## src/design/sfr_pkg.sv

```systemverilog
// ----------------------------------------------------------------------------
// sfr_pkg
// shared types, constants and helpers of the stream find-and-replace block
// ----------------------------------------------------------------------------
`default_nettype none

package sfr_pkg;

   localparam int SFR_MAX_PATTERN     = 8;
   localparam int SFR_MAX_REPLACEMENT = 8;
   localparam int SFR_BYTE_W          = 8;
   localparam int SFR_CSR_INDEX_W     = 2;

   typedef logic [SFR_BYTE_W-1:0]      byte_type;
   typedef logic [SFR_CSR_INDEX_W-1:0] csr_index_type;

   localparam csr_index_type CSR_PATTERN_BYTES      = 2'd0;
   localparam csr_index_type CSR_PATTERN_LENGTH     = 2'd1;
   localparam csr_index_type CSR_REPLACEMENT_BYTES  = 2'd2;
   localparam csr_index_type CSR_REPLACEMENT_LENGTH = 2'd3;

   // window control from the sequencer
   typedef struct packed {
      logic wr;
      logic shift;
   } win_ctrl_type;

   // byte sel of a 64-bit register, first byte in bits 7:0
   function automatic byte_type byte_at(input logic [63:0] word, input logic [2:0] sel);
      byte_at = word[{sel, 3'b000} +: SFR_BYTE_W];
   endfunction

endpackage

`default_nettype wire

```

## src/design/sfr_window.sv

```systemverilog
// ----------------------------------------------------------------------------
// sfr_window
// holding window: write at the fill point, shift out at the head, an indexed read port and a head port
// ----------------------------------------------------------------------------
`default_nettype none

module sfr_window
   import sfr_pkg::*;
#(
   parameter int DEPTH = SFR_MAX_PATTERN
) (
   input  wire                     clock,
   input  win_ctrl_type            ctrl,
   input  wire [$clog2(DEPTH)-1:0] wr_idx,
   input  byte_type                wr_data,
   input  wire [$clog2(DEPTH)-1:0] rd_idx,
   output byte_type                rd_data,
   output byte_type                head_data
);

   byte_type win_ff [DEPTH];
   byte_type win_in [DEPTH];

   always_comb begin
      for (int i = 0; i < DEPTH; i++) begin
         win_in[i] = win_ff[i];
      end
      if (ctrl.wr) begin
         win_in[wr_idx] = wr_data;
      end else if (ctrl.shift) begin
         for (int i = 0; i < DEPTH - 1; i++) begin
            win_in[i] = win_ff[i + 1];
         end
      end
   end

   always_ff @(posedge clock) begin
      for (int i = 0; i < DEPTH; i++) begin
         win_ff[i] <= win_in[i];
      end
   end

   assign rd_data   = win_ff[rd_idx];
   assign head_data = win_ff[0];

endmodule

`default_nettype wire

```

## src/design/stream_find_and_replace_core.sv

```systemverilog
// ----------------------------------------------------------------------------
// stream_find_and_replace_core
// leftmost non-overlapping find-and-replace over a byte stream
// ----------------------------------------------------------------------------
// Bytes enter one per transaction and are held in a window until the window
// holds pattern_length bytes. A byte that leaves the window partly filled
// and is not the last keeps the sequencer in idle. A full window is compared
// one byte per cycle on a single shared byte comparator; a match then sends
// replacement_length result bytes, a miss sends the oldest held byte, each
// result going out through the output register. With req_in_last the held
// bytes are flushed one per cycle while rsp_stall allows; the final result
// carries rsp_out_last (an empty marker when nothing else goes out). rsp_stall
// holds results back in the output register, and req_stall stays high until
// the sequencer is back in idle. Writing pattern_length discards the window;
// csr writes belong between items, while nothing is in flight.
// ----------------------------------------------------------------------------
`default_nettype none

module stream_find_and_replace_core
   import sfr_pkg::*;
#(
   parameter int MAX_PATTERN     = SFR_MAX_PATTERN,
   parameter int MAX_REPLACEMENT = SFR_MAX_REPLACEMENT
) (
   input  wire           clock,
   input  wire           reset,
   // input transactions
   input  wire           req_valid,
   output logic          req_stall,
   input  wire [7:0]     req_in_byte,
   input  wire           req_in_last,
   // result transactions
   output logic          rsp_valid,
   input  wire           rsp_stall,
   output logic [7:0]    rsp_out_byte,
   output logic          rsp_out_present,
   output logic          rsp_out_last,
   // register writes
   input  wire           csr_valid,
   output logic          csr_ready,
   input  csr_index_type csr_index,
   input  wire [63:0]    csr_data
);

   localparam int CNT_W = $clog2(MAX_PATTERN + 1);
   localparam int IDX_W = $clog2(MAX_PATTERN);
   localparam int REP_W = $clog2(MAX_REPLACEMENT + 1);
   localparam logic [3:0] PAT_MAX4 = 4'(MAX_PATTERN);
   localparam logic [3:0] REP_MAX4 = 4'(MAX_REPLACEMENT);

   typedef enum logic [2:0] {
      S_IDLE,
      S_CMP,
      S_REPL,
      S_DROP,
      S_FLUSH
   } state_type;

   state_type        state_ff, state_in;
   logic [CNT_W-1:0] cnt_ff, cnt_in;
   logic [IDX_W-1:0] idx_ff, idx_in;
   logic [REP_W-1:0] ridx_ff, ridx_in;
   logic             last_ff, last_in;
   logic             any_ff, any_in;
   logic [63:0]      pat_bytes_ff, pat_bytes_in;
   logic [3:0]       pat_len_ff, pat_len_in;
   logic [63:0]      rep_bytes_ff, rep_bytes_in;
   logic [3:0]       rep_len_ff, rep_len_in;
   logic             rsp_valid_ff, rsp_valid_in;
   byte_type         rsp_byte_ff, rsp_byte_in;
   logic             rsp_present_ff, rsp_present_in;
   logic             rsp_last_ff, rsp_last_in;

   logic [3:0]       len4, rep4;
   logic [CNT_W-1:0] len_eff, len_m1, cnt_plus;
   logic [REP_W-1:0] rep_eff, ridx_plus;
   logic             accept, out_free, hit;
   logic             emit, emit_present, emit_last;
   byte_type         emit_byte;
   win_ctrl_type     win_ctrl;
   byte_type         win_rd, win_head;

   // effective lengths after clamping
   always_comb begin
      if (pat_len_ff == 4'd0) begin
         len4 = 4'd1;
      end else if (pat_len_ff > PAT_MAX4) begin
         len4 = PAT_MAX4;
      end else begin
         len4 = pat_len_ff;
      end
      if (rep_len_ff > REP_MAX4) begin
         rep4 = REP_MAX4;
      end else begin
         rep4 = rep_len_ff;
      end
   end

   assign len_eff   = CNT_W'(len4);
   assign len_m1    = len_eff - CNT_W'(1);
   assign rep_eff   = REP_W'(rep4);
   assign cnt_plus  = cnt_ff + CNT_W'(1);
   assign ridx_plus = ridx_ff + REP_W'(1);

   assign req_stall = (state_ff != S_IDLE);
   assign accept    = req_valid && !req_stall;
   assign out_free  = !rsp_valid_ff || !rsp_stall;
   assign hit       = (win_rd == byte_at(pat_bytes_ff, 3'(idx_ff)));

   sfr_window #(
      .DEPTH(MAX_PATTERN)
   ) u_window (
      .clock    (clock),
      .ctrl     (win_ctrl),
      .wr_idx   (cnt_ff[IDX_W-1:0]),
      .wr_data  (req_in_byte),
      .rd_idx   (idx_ff),
      .rd_data  (win_rd),
      .head_data(win_head)
   );

   always_comb begin
      state_in       = state_ff;
      cnt_in         = cnt_ff;
      idx_in         = idx_ff;
      ridx_in        = ridx_ff;
      last_in        = last_ff;
      any_in         = any_ff;
      pat_bytes_in   = pat_bytes_ff;
      pat_len_in     = pat_len_ff;
      rep_bytes_in   = rep_bytes_ff;
      rep_len_in     = rep_len_ff;
      emit           = 1'b0;
      emit_byte      = win_head;
      emit_present   = 1'b1;
      emit_last      = 1'b0;
      win_ctrl.wr    = 1'b0;
      win_ctrl.shift = 1'b0;

      unique case (state_ff)
         S_IDLE: begin
            if (accept) begin
               win_ctrl.wr = 1'b1;
               cnt_in      = cnt_plus;
               last_in     = req_in_last;
               any_in      = 1'b0;
               idx_in      = '0;
               if (cnt_plus == len_eff) begin
                  state_in = S_CMP;
               end else if (req_in_last) begin
                  state_in = S_FLUSH;
               end
            end
         end
         S_CMP: begin
            if (!hit) begin
               state_in = S_DROP;
            end else if (CNT_W'(idx_ff) == len_m1) begin
               state_in = S_REPL;
               ridx_in  = '0;
               cnt_in   = '0;
            end else begin
               idx_in = idx_ff + IDX_W'(1);
            end
         end
         S_REPL: begin
            if (ridx_ff == rep_eff) begin
               state_in = last_ff ? S_FLUSH : S_IDLE;
            end else if (out_free) begin
               emit      = 1'b1;
               emit_byte = byte_at(rep_bytes_ff, 3'(ridx_ff));
               emit_last = last_ff && (ridx_plus == rep_eff);
               any_in    = 1'b1;
               ridx_in   = ridx_plus;
            end
         end
         S_DROP: begin
            if (out_free) begin
               emit           = 1'b1;
               emit_last      = last_ff && (cnt_ff == CNT_W'(1));
               win_ctrl.shift = 1'b1;
               cnt_in         = cnt_ff - CNT_W'(1);
               any_in         = 1'b1;
               state_in       = last_ff ? S_FLUSH : S_IDLE;
            end
         end
         S_FLUSH: begin
            if (cnt_ff == '0) begin
               if (any_ff) begin
                  state_in = S_IDLE;
               end else if (out_free) begin
                  // nothing went out for this string: empty end marker
                  emit         = 1'b1;
                  emit_byte    = '0;
                  emit_present = 1'b0;
                  emit_last    = 1'b1;
                  state_in     = S_IDLE;
               end
            end else if (out_free) begin
               emit           = 1'b1;
               emit_last      = (cnt_ff == CNT_W'(1));
               win_ctrl.shift = 1'b1;
               cnt_in         = cnt_ff - CNT_W'(1);
               any_in         = 1'b1;
               if (cnt_ff == CNT_W'(1)) begin
                  state_in = S_IDLE;
               end
            end
         end
         default: begin
            state_in = S_IDLE;
         end
      endcase

      // the user must write registers only between items; the block does not enforce it
      if (csr_valid) begin
         unique case (csr_index)
            CSR_PATTERN_BYTES: begin
               pat_bytes_in = csr_data;
            end
            CSR_PATTERN_LENGTH: begin
               pat_len_in = csr_data[3:0];
               cnt_in     = '0;
            end
            CSR_REPLACEMENT_BYTES: begin
               rep_bytes_in = csr_data;
            end
            CSR_REPLACEMENT_LENGTH: begin
               rep_len_in = csr_data[3:0];
            end
            default: begin
            end
         endcase
      end

      rsp_valid_in   = emit || (rsp_valid_ff && rsp_stall);
      rsp_byte_in    = emit ? emit_byte : rsp_byte_ff;
      rsp_present_in = emit ? emit_present : rsp_present_ff;
      rsp_last_in    = emit ? emit_last : rsp_last_ff;
   end

   always_ff @(posedge clock) begin
      if (reset) begin
         state_ff     <= S_IDLE;
         cnt_ff       <= '0;
         pat_bytes_ff <= '0;
         pat_len_ff   <= 4'd1;
         rep_bytes_ff <= '0;
         rep_len_ff   <= '0;
         rsp_valid_ff <= 1'b0;
      end else begin
         state_ff     <= state_in;
         cnt_ff       <= cnt_in;
         pat_bytes_ff <= pat_bytes_in;
         pat_len_ff   <= pat_len_in;
         rep_bytes_ff <= rep_bytes_in;
         rep_len_ff   <= rep_len_in;
         rsp_valid_ff <= rsp_valid_in;
      end
      idx_ff         <= idx_in;
      ridx_ff        <= ridx_in;
      last_ff        <= last_in;
      any_ff         <= any_in;
      rsp_byte_ff    <= rsp_byte_in;
      rsp_present_ff <= rsp_present_in;
      rsp_last_ff    <= rsp_last_in;
   end

   assign csr_ready       = 1'b1;
   assign rsp_valid       = rsp_valid_ff;
   assign rsp_out_byte    = rsp_byte_ff;
   assign rsp_out_present = rsp_present_ff;
   assign rsp_out_last    = rsp_last_ff;

endmodule

`default_nettype wire

```

## config.mk

```make
export PLATFORM = sky130hd
export DESIGN_NAME = stream_find_and_replace_core
export DESIGN_NICKNAME = d
export VERILOG_FILES = /design/src/design/sfr_pkg.sv /design/src/design/sfr_window.sv /design/src/design/stream_find_and_replace_core.sv
export SDC_FILE = /design/constraint.sdc
export NUM_CORES = 1
export LEC_CHECK = 0
export ABC_AREA = 1
export BUFFER_PORTS_ARGS = -buffer_cell sky130_fd_sc_hd__buf_4
export CORE_MARGIN = 1
export CORE_UTILIZATION = 40
export CTS_CLUSTER_DIAMETER = 40
export DETAILED_ROUTE_END_ITERATION = 8
export SLEW_MARGIN = 20
export SYNTH_ARGS = -nofsm -noshare
export SYNTH_HDL_FRONTEND = slang
export SYNTH_HIERARCHICAL = 1
export SYNTH_SLANG_ARGS = --single-unit
export TNS_END_PERCENT = 1
```

## constraint.sdc

```tcl
create_clock -name clock -period 2.7 [get_ports clock]
set_clock_uncertainty 0.2 [all_clocks]
set_input_delay 0.675 -clock clock [delete_from_list [all_inputs] [get_ports clock]]
set_output_delay 0.675 -clock clock [all_outputs]
set_load 0.02 [all_outputs]
```

==> impl_results.md <==
* Worst Hold Launch: req_in_last
* Vias in the first global route at 9614
* WHS Path Cells at 1
* First-pass GRT wire length at 52300 um
* Clk sinks at 227
* Total Nets Final at 1680
* Max stage delay on crit path at 0.46 ns
* Root buf cell: clkbuf_16
* P per Cell Area at approximately 1100 mW/mm^2
* Rel. slew slack at 62.1%
* Final number of hold-violating endpoints at 0
* Post-Route WL at 33700 um
* Remaining DRCs at 0
* Initial antenna violation count at 0
* Input/output buffers at 91
* CP top delay family: simple AND/OR/NAND/NOR gates
* Hold slack final at 0.144 ns
* Critical path depth in cells at 15
* Hold Buf Count CTS at 0
* CP endpoint kind: flip-flop
* Leakage at 6.10 nW
* Top-count cell post-synth: nand2_1
* Setup Crit Path Kind: flip-flop to flip-flop
* Worst-Skew Late Latency at between 0.5 and 0.6 ns
* Synth area leader: dfxtp_1
* Syn avg cell area at 7.58 sq um
* Synth-to-layout area growth at 24.5%
* Critical-path cell list: buf_6 > inv_2 > buf_12 > nand2_1 > nand3_1 > nand2_1 > nand2_1 > nand2_1 > nand3b_1 > nand2_1 > nand2_1 > nor2_4 > nand2_1 > nand2_2 > o21a_1
* Flop2flop setup slack at 0.13 ns
* Yosys top cell area share at 25.6%
* Largest net degree at the start of global routing at around 130
* GR Util All Layers at 23.2%
* EDFF count, synth at a little over 80
* Status: complete, no violations
* CTS H-Tree Depth at 2
* Max Buffers Root-to-Sink at 3
* Reg-to-reg endpoint: ridx_ff[3]$_SDFFCE_PN0P_
* Most used cell, CP: nand2_1
* CP arrival at 2.60 ns
* Core area at 0.0278 sq mm
* Total global routing overflow at 0
* Pre-Repair DR Iteration Count at 5
* Vias at 10300
* Hpwl dp at 24300 um
* CTS clock-pin slew for the worst setup and hold paths at 0.05 ns
* Worst r2r src: idx_ff[0]$_SDFFCE_PN0P_
* Number of warnings issued by yosys at 6
* Die height at 170 um
* Part of the cycle the worst path needs at a little over nine tenths
* Top cells by count, synth: 270 x nand2_1, 240 x inv_1, 195 x o21ai_0, 153 x a21oi_1, 144 x dfxtp_1
* Num rows at 61
* WHS Endpoint: last_ff$_DFFE_PP_
* Maxcap violations at 0
* Diodes inserted at 0
* Die Wd at 170 um
* Buf+Inv Stages, Crit Path at 3
* Starting Density at 40.6%
* Max Fclk at approximately 390 MHz
* Layout Cells excl Fill at 2002
* Ratio of cells with drive above 1 in the final layout at 15.1%
* Top_reg_cell synth: dfxtp_1
* Post-CTS Setup Bufs at 0
* CTS Buf Count at 38
* Fin. max-slew vios at 0
* CTS tree: done
* Wirelength per Cell at 16.8 um
* Post-route ant nets at 0
* Final Critical Period at 2.57 ns
* Sequential fraction of the synthesis area at 47.7%
* Slew @ Worst Pin at about 0.56 ns
* GPL Wtd Cong at 0.940
* Total die area at just under 0.03 sq mm
* Drt via density at ~5
* Mapped Cells at 1488
* WP data required at 2.72 ns
* Worst Path Max Fanout at 20
* RSZ-0062 raised after global routing: true
* Worst-case vdd ir drop at approximately 570 uV
* Iteration-0 DRC Markers at ~910
* FF-to-FF path depth at 15
* Synthesized net count at 1574
* Synth unique cells at 39
* Setup total negative slack at 0 ns
* Async set or reset register ratio after synthesis at 0%
* Cells after DPL at slightly below 2000
* Min-delay worst type: input pin to flip-flop
* Top cells by area, synth: dfxtp_1 26%, edfxtp_1 22%, nand2_1 9.0%, o21ai_0 8.7%, inv_1 8.0%
* Count of state elements after synthesis at 227
* IO Count at slightly above 90
* Syn Std Cell Area at 0.0113 sq mm
* Crit path max-delay cell type: edfxtp_1
* CP startpoint kind: flip-flop
* Setup violations, final at 0
==> sequential cells by signal (all words and copies together), names as in the netlist <==
register	cells
u_window/win_ff	64
rep_bytes_ff	64
state_ff	3
cnt_ff	4
last_ff	1
rsp_valid	1
pat_len_ff	4
rsp_out_byte	8
rep_len_ff	4
rsp_out_present	1
idx_ff	3
ridx_ff	4
any_ff	1
pat_bytes_ff	64
rsp_out_last	1
==> worst max-delay path by stage <==
stage	to	from	slack [ns]
3_3_place_gp	u_window/win_ff[3][6]$_DFFE_PP_	cnt_ff[0]$_SDFF_PP0_	0.03
4_1_cts	idx_ff[1]$_SDFFCE_PN0P_	idx_ff[0]$_SDFFCE_PN0P_	0.06
5_1_grt	idx_ff[2]$_SDFFCE_PN0P_	idx_ff[0]$_SDFFCE_PN0P_	-0.03
6_report	ridx_ff[3]$_SDFFCE_PN0P_	idx_ff[0]$_SDFFCE_PN0P_	0.13
3_5_place_dp	idx_ff[1]$_SDFFCE_PN0P_	idx_ff[0]$_SDFFCE_PN0P_	-0.002
2_1_floorplan	u_window/win_ff[7][0]$_DFFE_PP_	state_ff[0]$_SDFFE_PP0P_	0.16
==> what timing repair did <==
action	in CTS	in global routing
resized for setup	2	5
endpoints found under the hold margin	0	0
setup endpoints to repair	15	77
==> logic make-up (layout without fill, tap and decap cells) <==
family	after synthesis	in the layout	synth area share, %
and+or+nand+nor	474	474	18.1
AOI/OAI and AO/OA	426	426	20.0
buffers and inverters	333	469	12.0
DFF	227	227	47.7
xor gates and xnor gates	21	21	1.63
adders and majority gates	6	6	0.666
other	1	1	0.0333
==> metrics by stage <==
| step | area, sq um | worst slack [ns] | utilization [%] | total power (W) |
|---|---|---|---|---|
| 3_5_place_dp | 12700 | -0.00214 | 45.7 | 0.0101 |
| 2_1_floorplan | 11300 | 0.157 | - | 0.00812 |
| 3_3_place_gp | 12700 | 0.0267 | 45.7 | 0.0101 |
| 6_report | 14000 | 0.126 | 50.5 | 0.0150 |
| 5_1_grt | 14000 | -0.0313 | 50.5 | 0.0159 |
| 4_1_cts | 14000 | 0.0594 | 50.5 | 0.0150 |
==> final cells by class <==
class	instances	area, sq um
multi-input cells	928	4600
clock inverters	22	263
clock buffers	48	1040
repair buffers	151	1330
flip-flops and latches	227	5380
inverters	248	958
fillers	2760	13700
well taps	378	473
==> where the power goes <==
group / total [W] / switching [W] / internal, W
sequential: 0.00455 / 0.000290 / 0.00426
clock: 0.00489 / 0.00173 / 0.00315
combinational: 0.00560 / 0.00351 / 0.00209
total: 0.0150 / 0.00553 / 0.00950
==> layout by cell type (no fill, tap or decap), types with 6 or more instances in the layout <==
| cell type | n |
|---|---|
| buf_12 | 15 |
| dfxtp_1 | 144 |
| buf_4 | 135 |
| nor2_1 | 80 |
| xnor2_1 | 6 |
| ha_1 | 6 |
| a21oi_1 | 152 |
| nand2_1 | 269 |
| nand3_1 | 100 |
| o21ai_0 | 195 |
| inv_1 | 238 |
| xor2_1 | 15 |
| o22ai_1 | 57 |
| inv_2 | 8 |
| edfxtp_1 | 83 |
| clkbuf_16 | 39 |
==> metal layers <==
layer  routed length (um)  vias up  track usage [%]
li1                     -     5122                -
met1                15300     4779             31.4
met2                15500      329             37.7
met3                 1820       62             3.26
met4                 1090        0             8.70
met5                    0        -                0
Power figures use the tool's default switching activity.
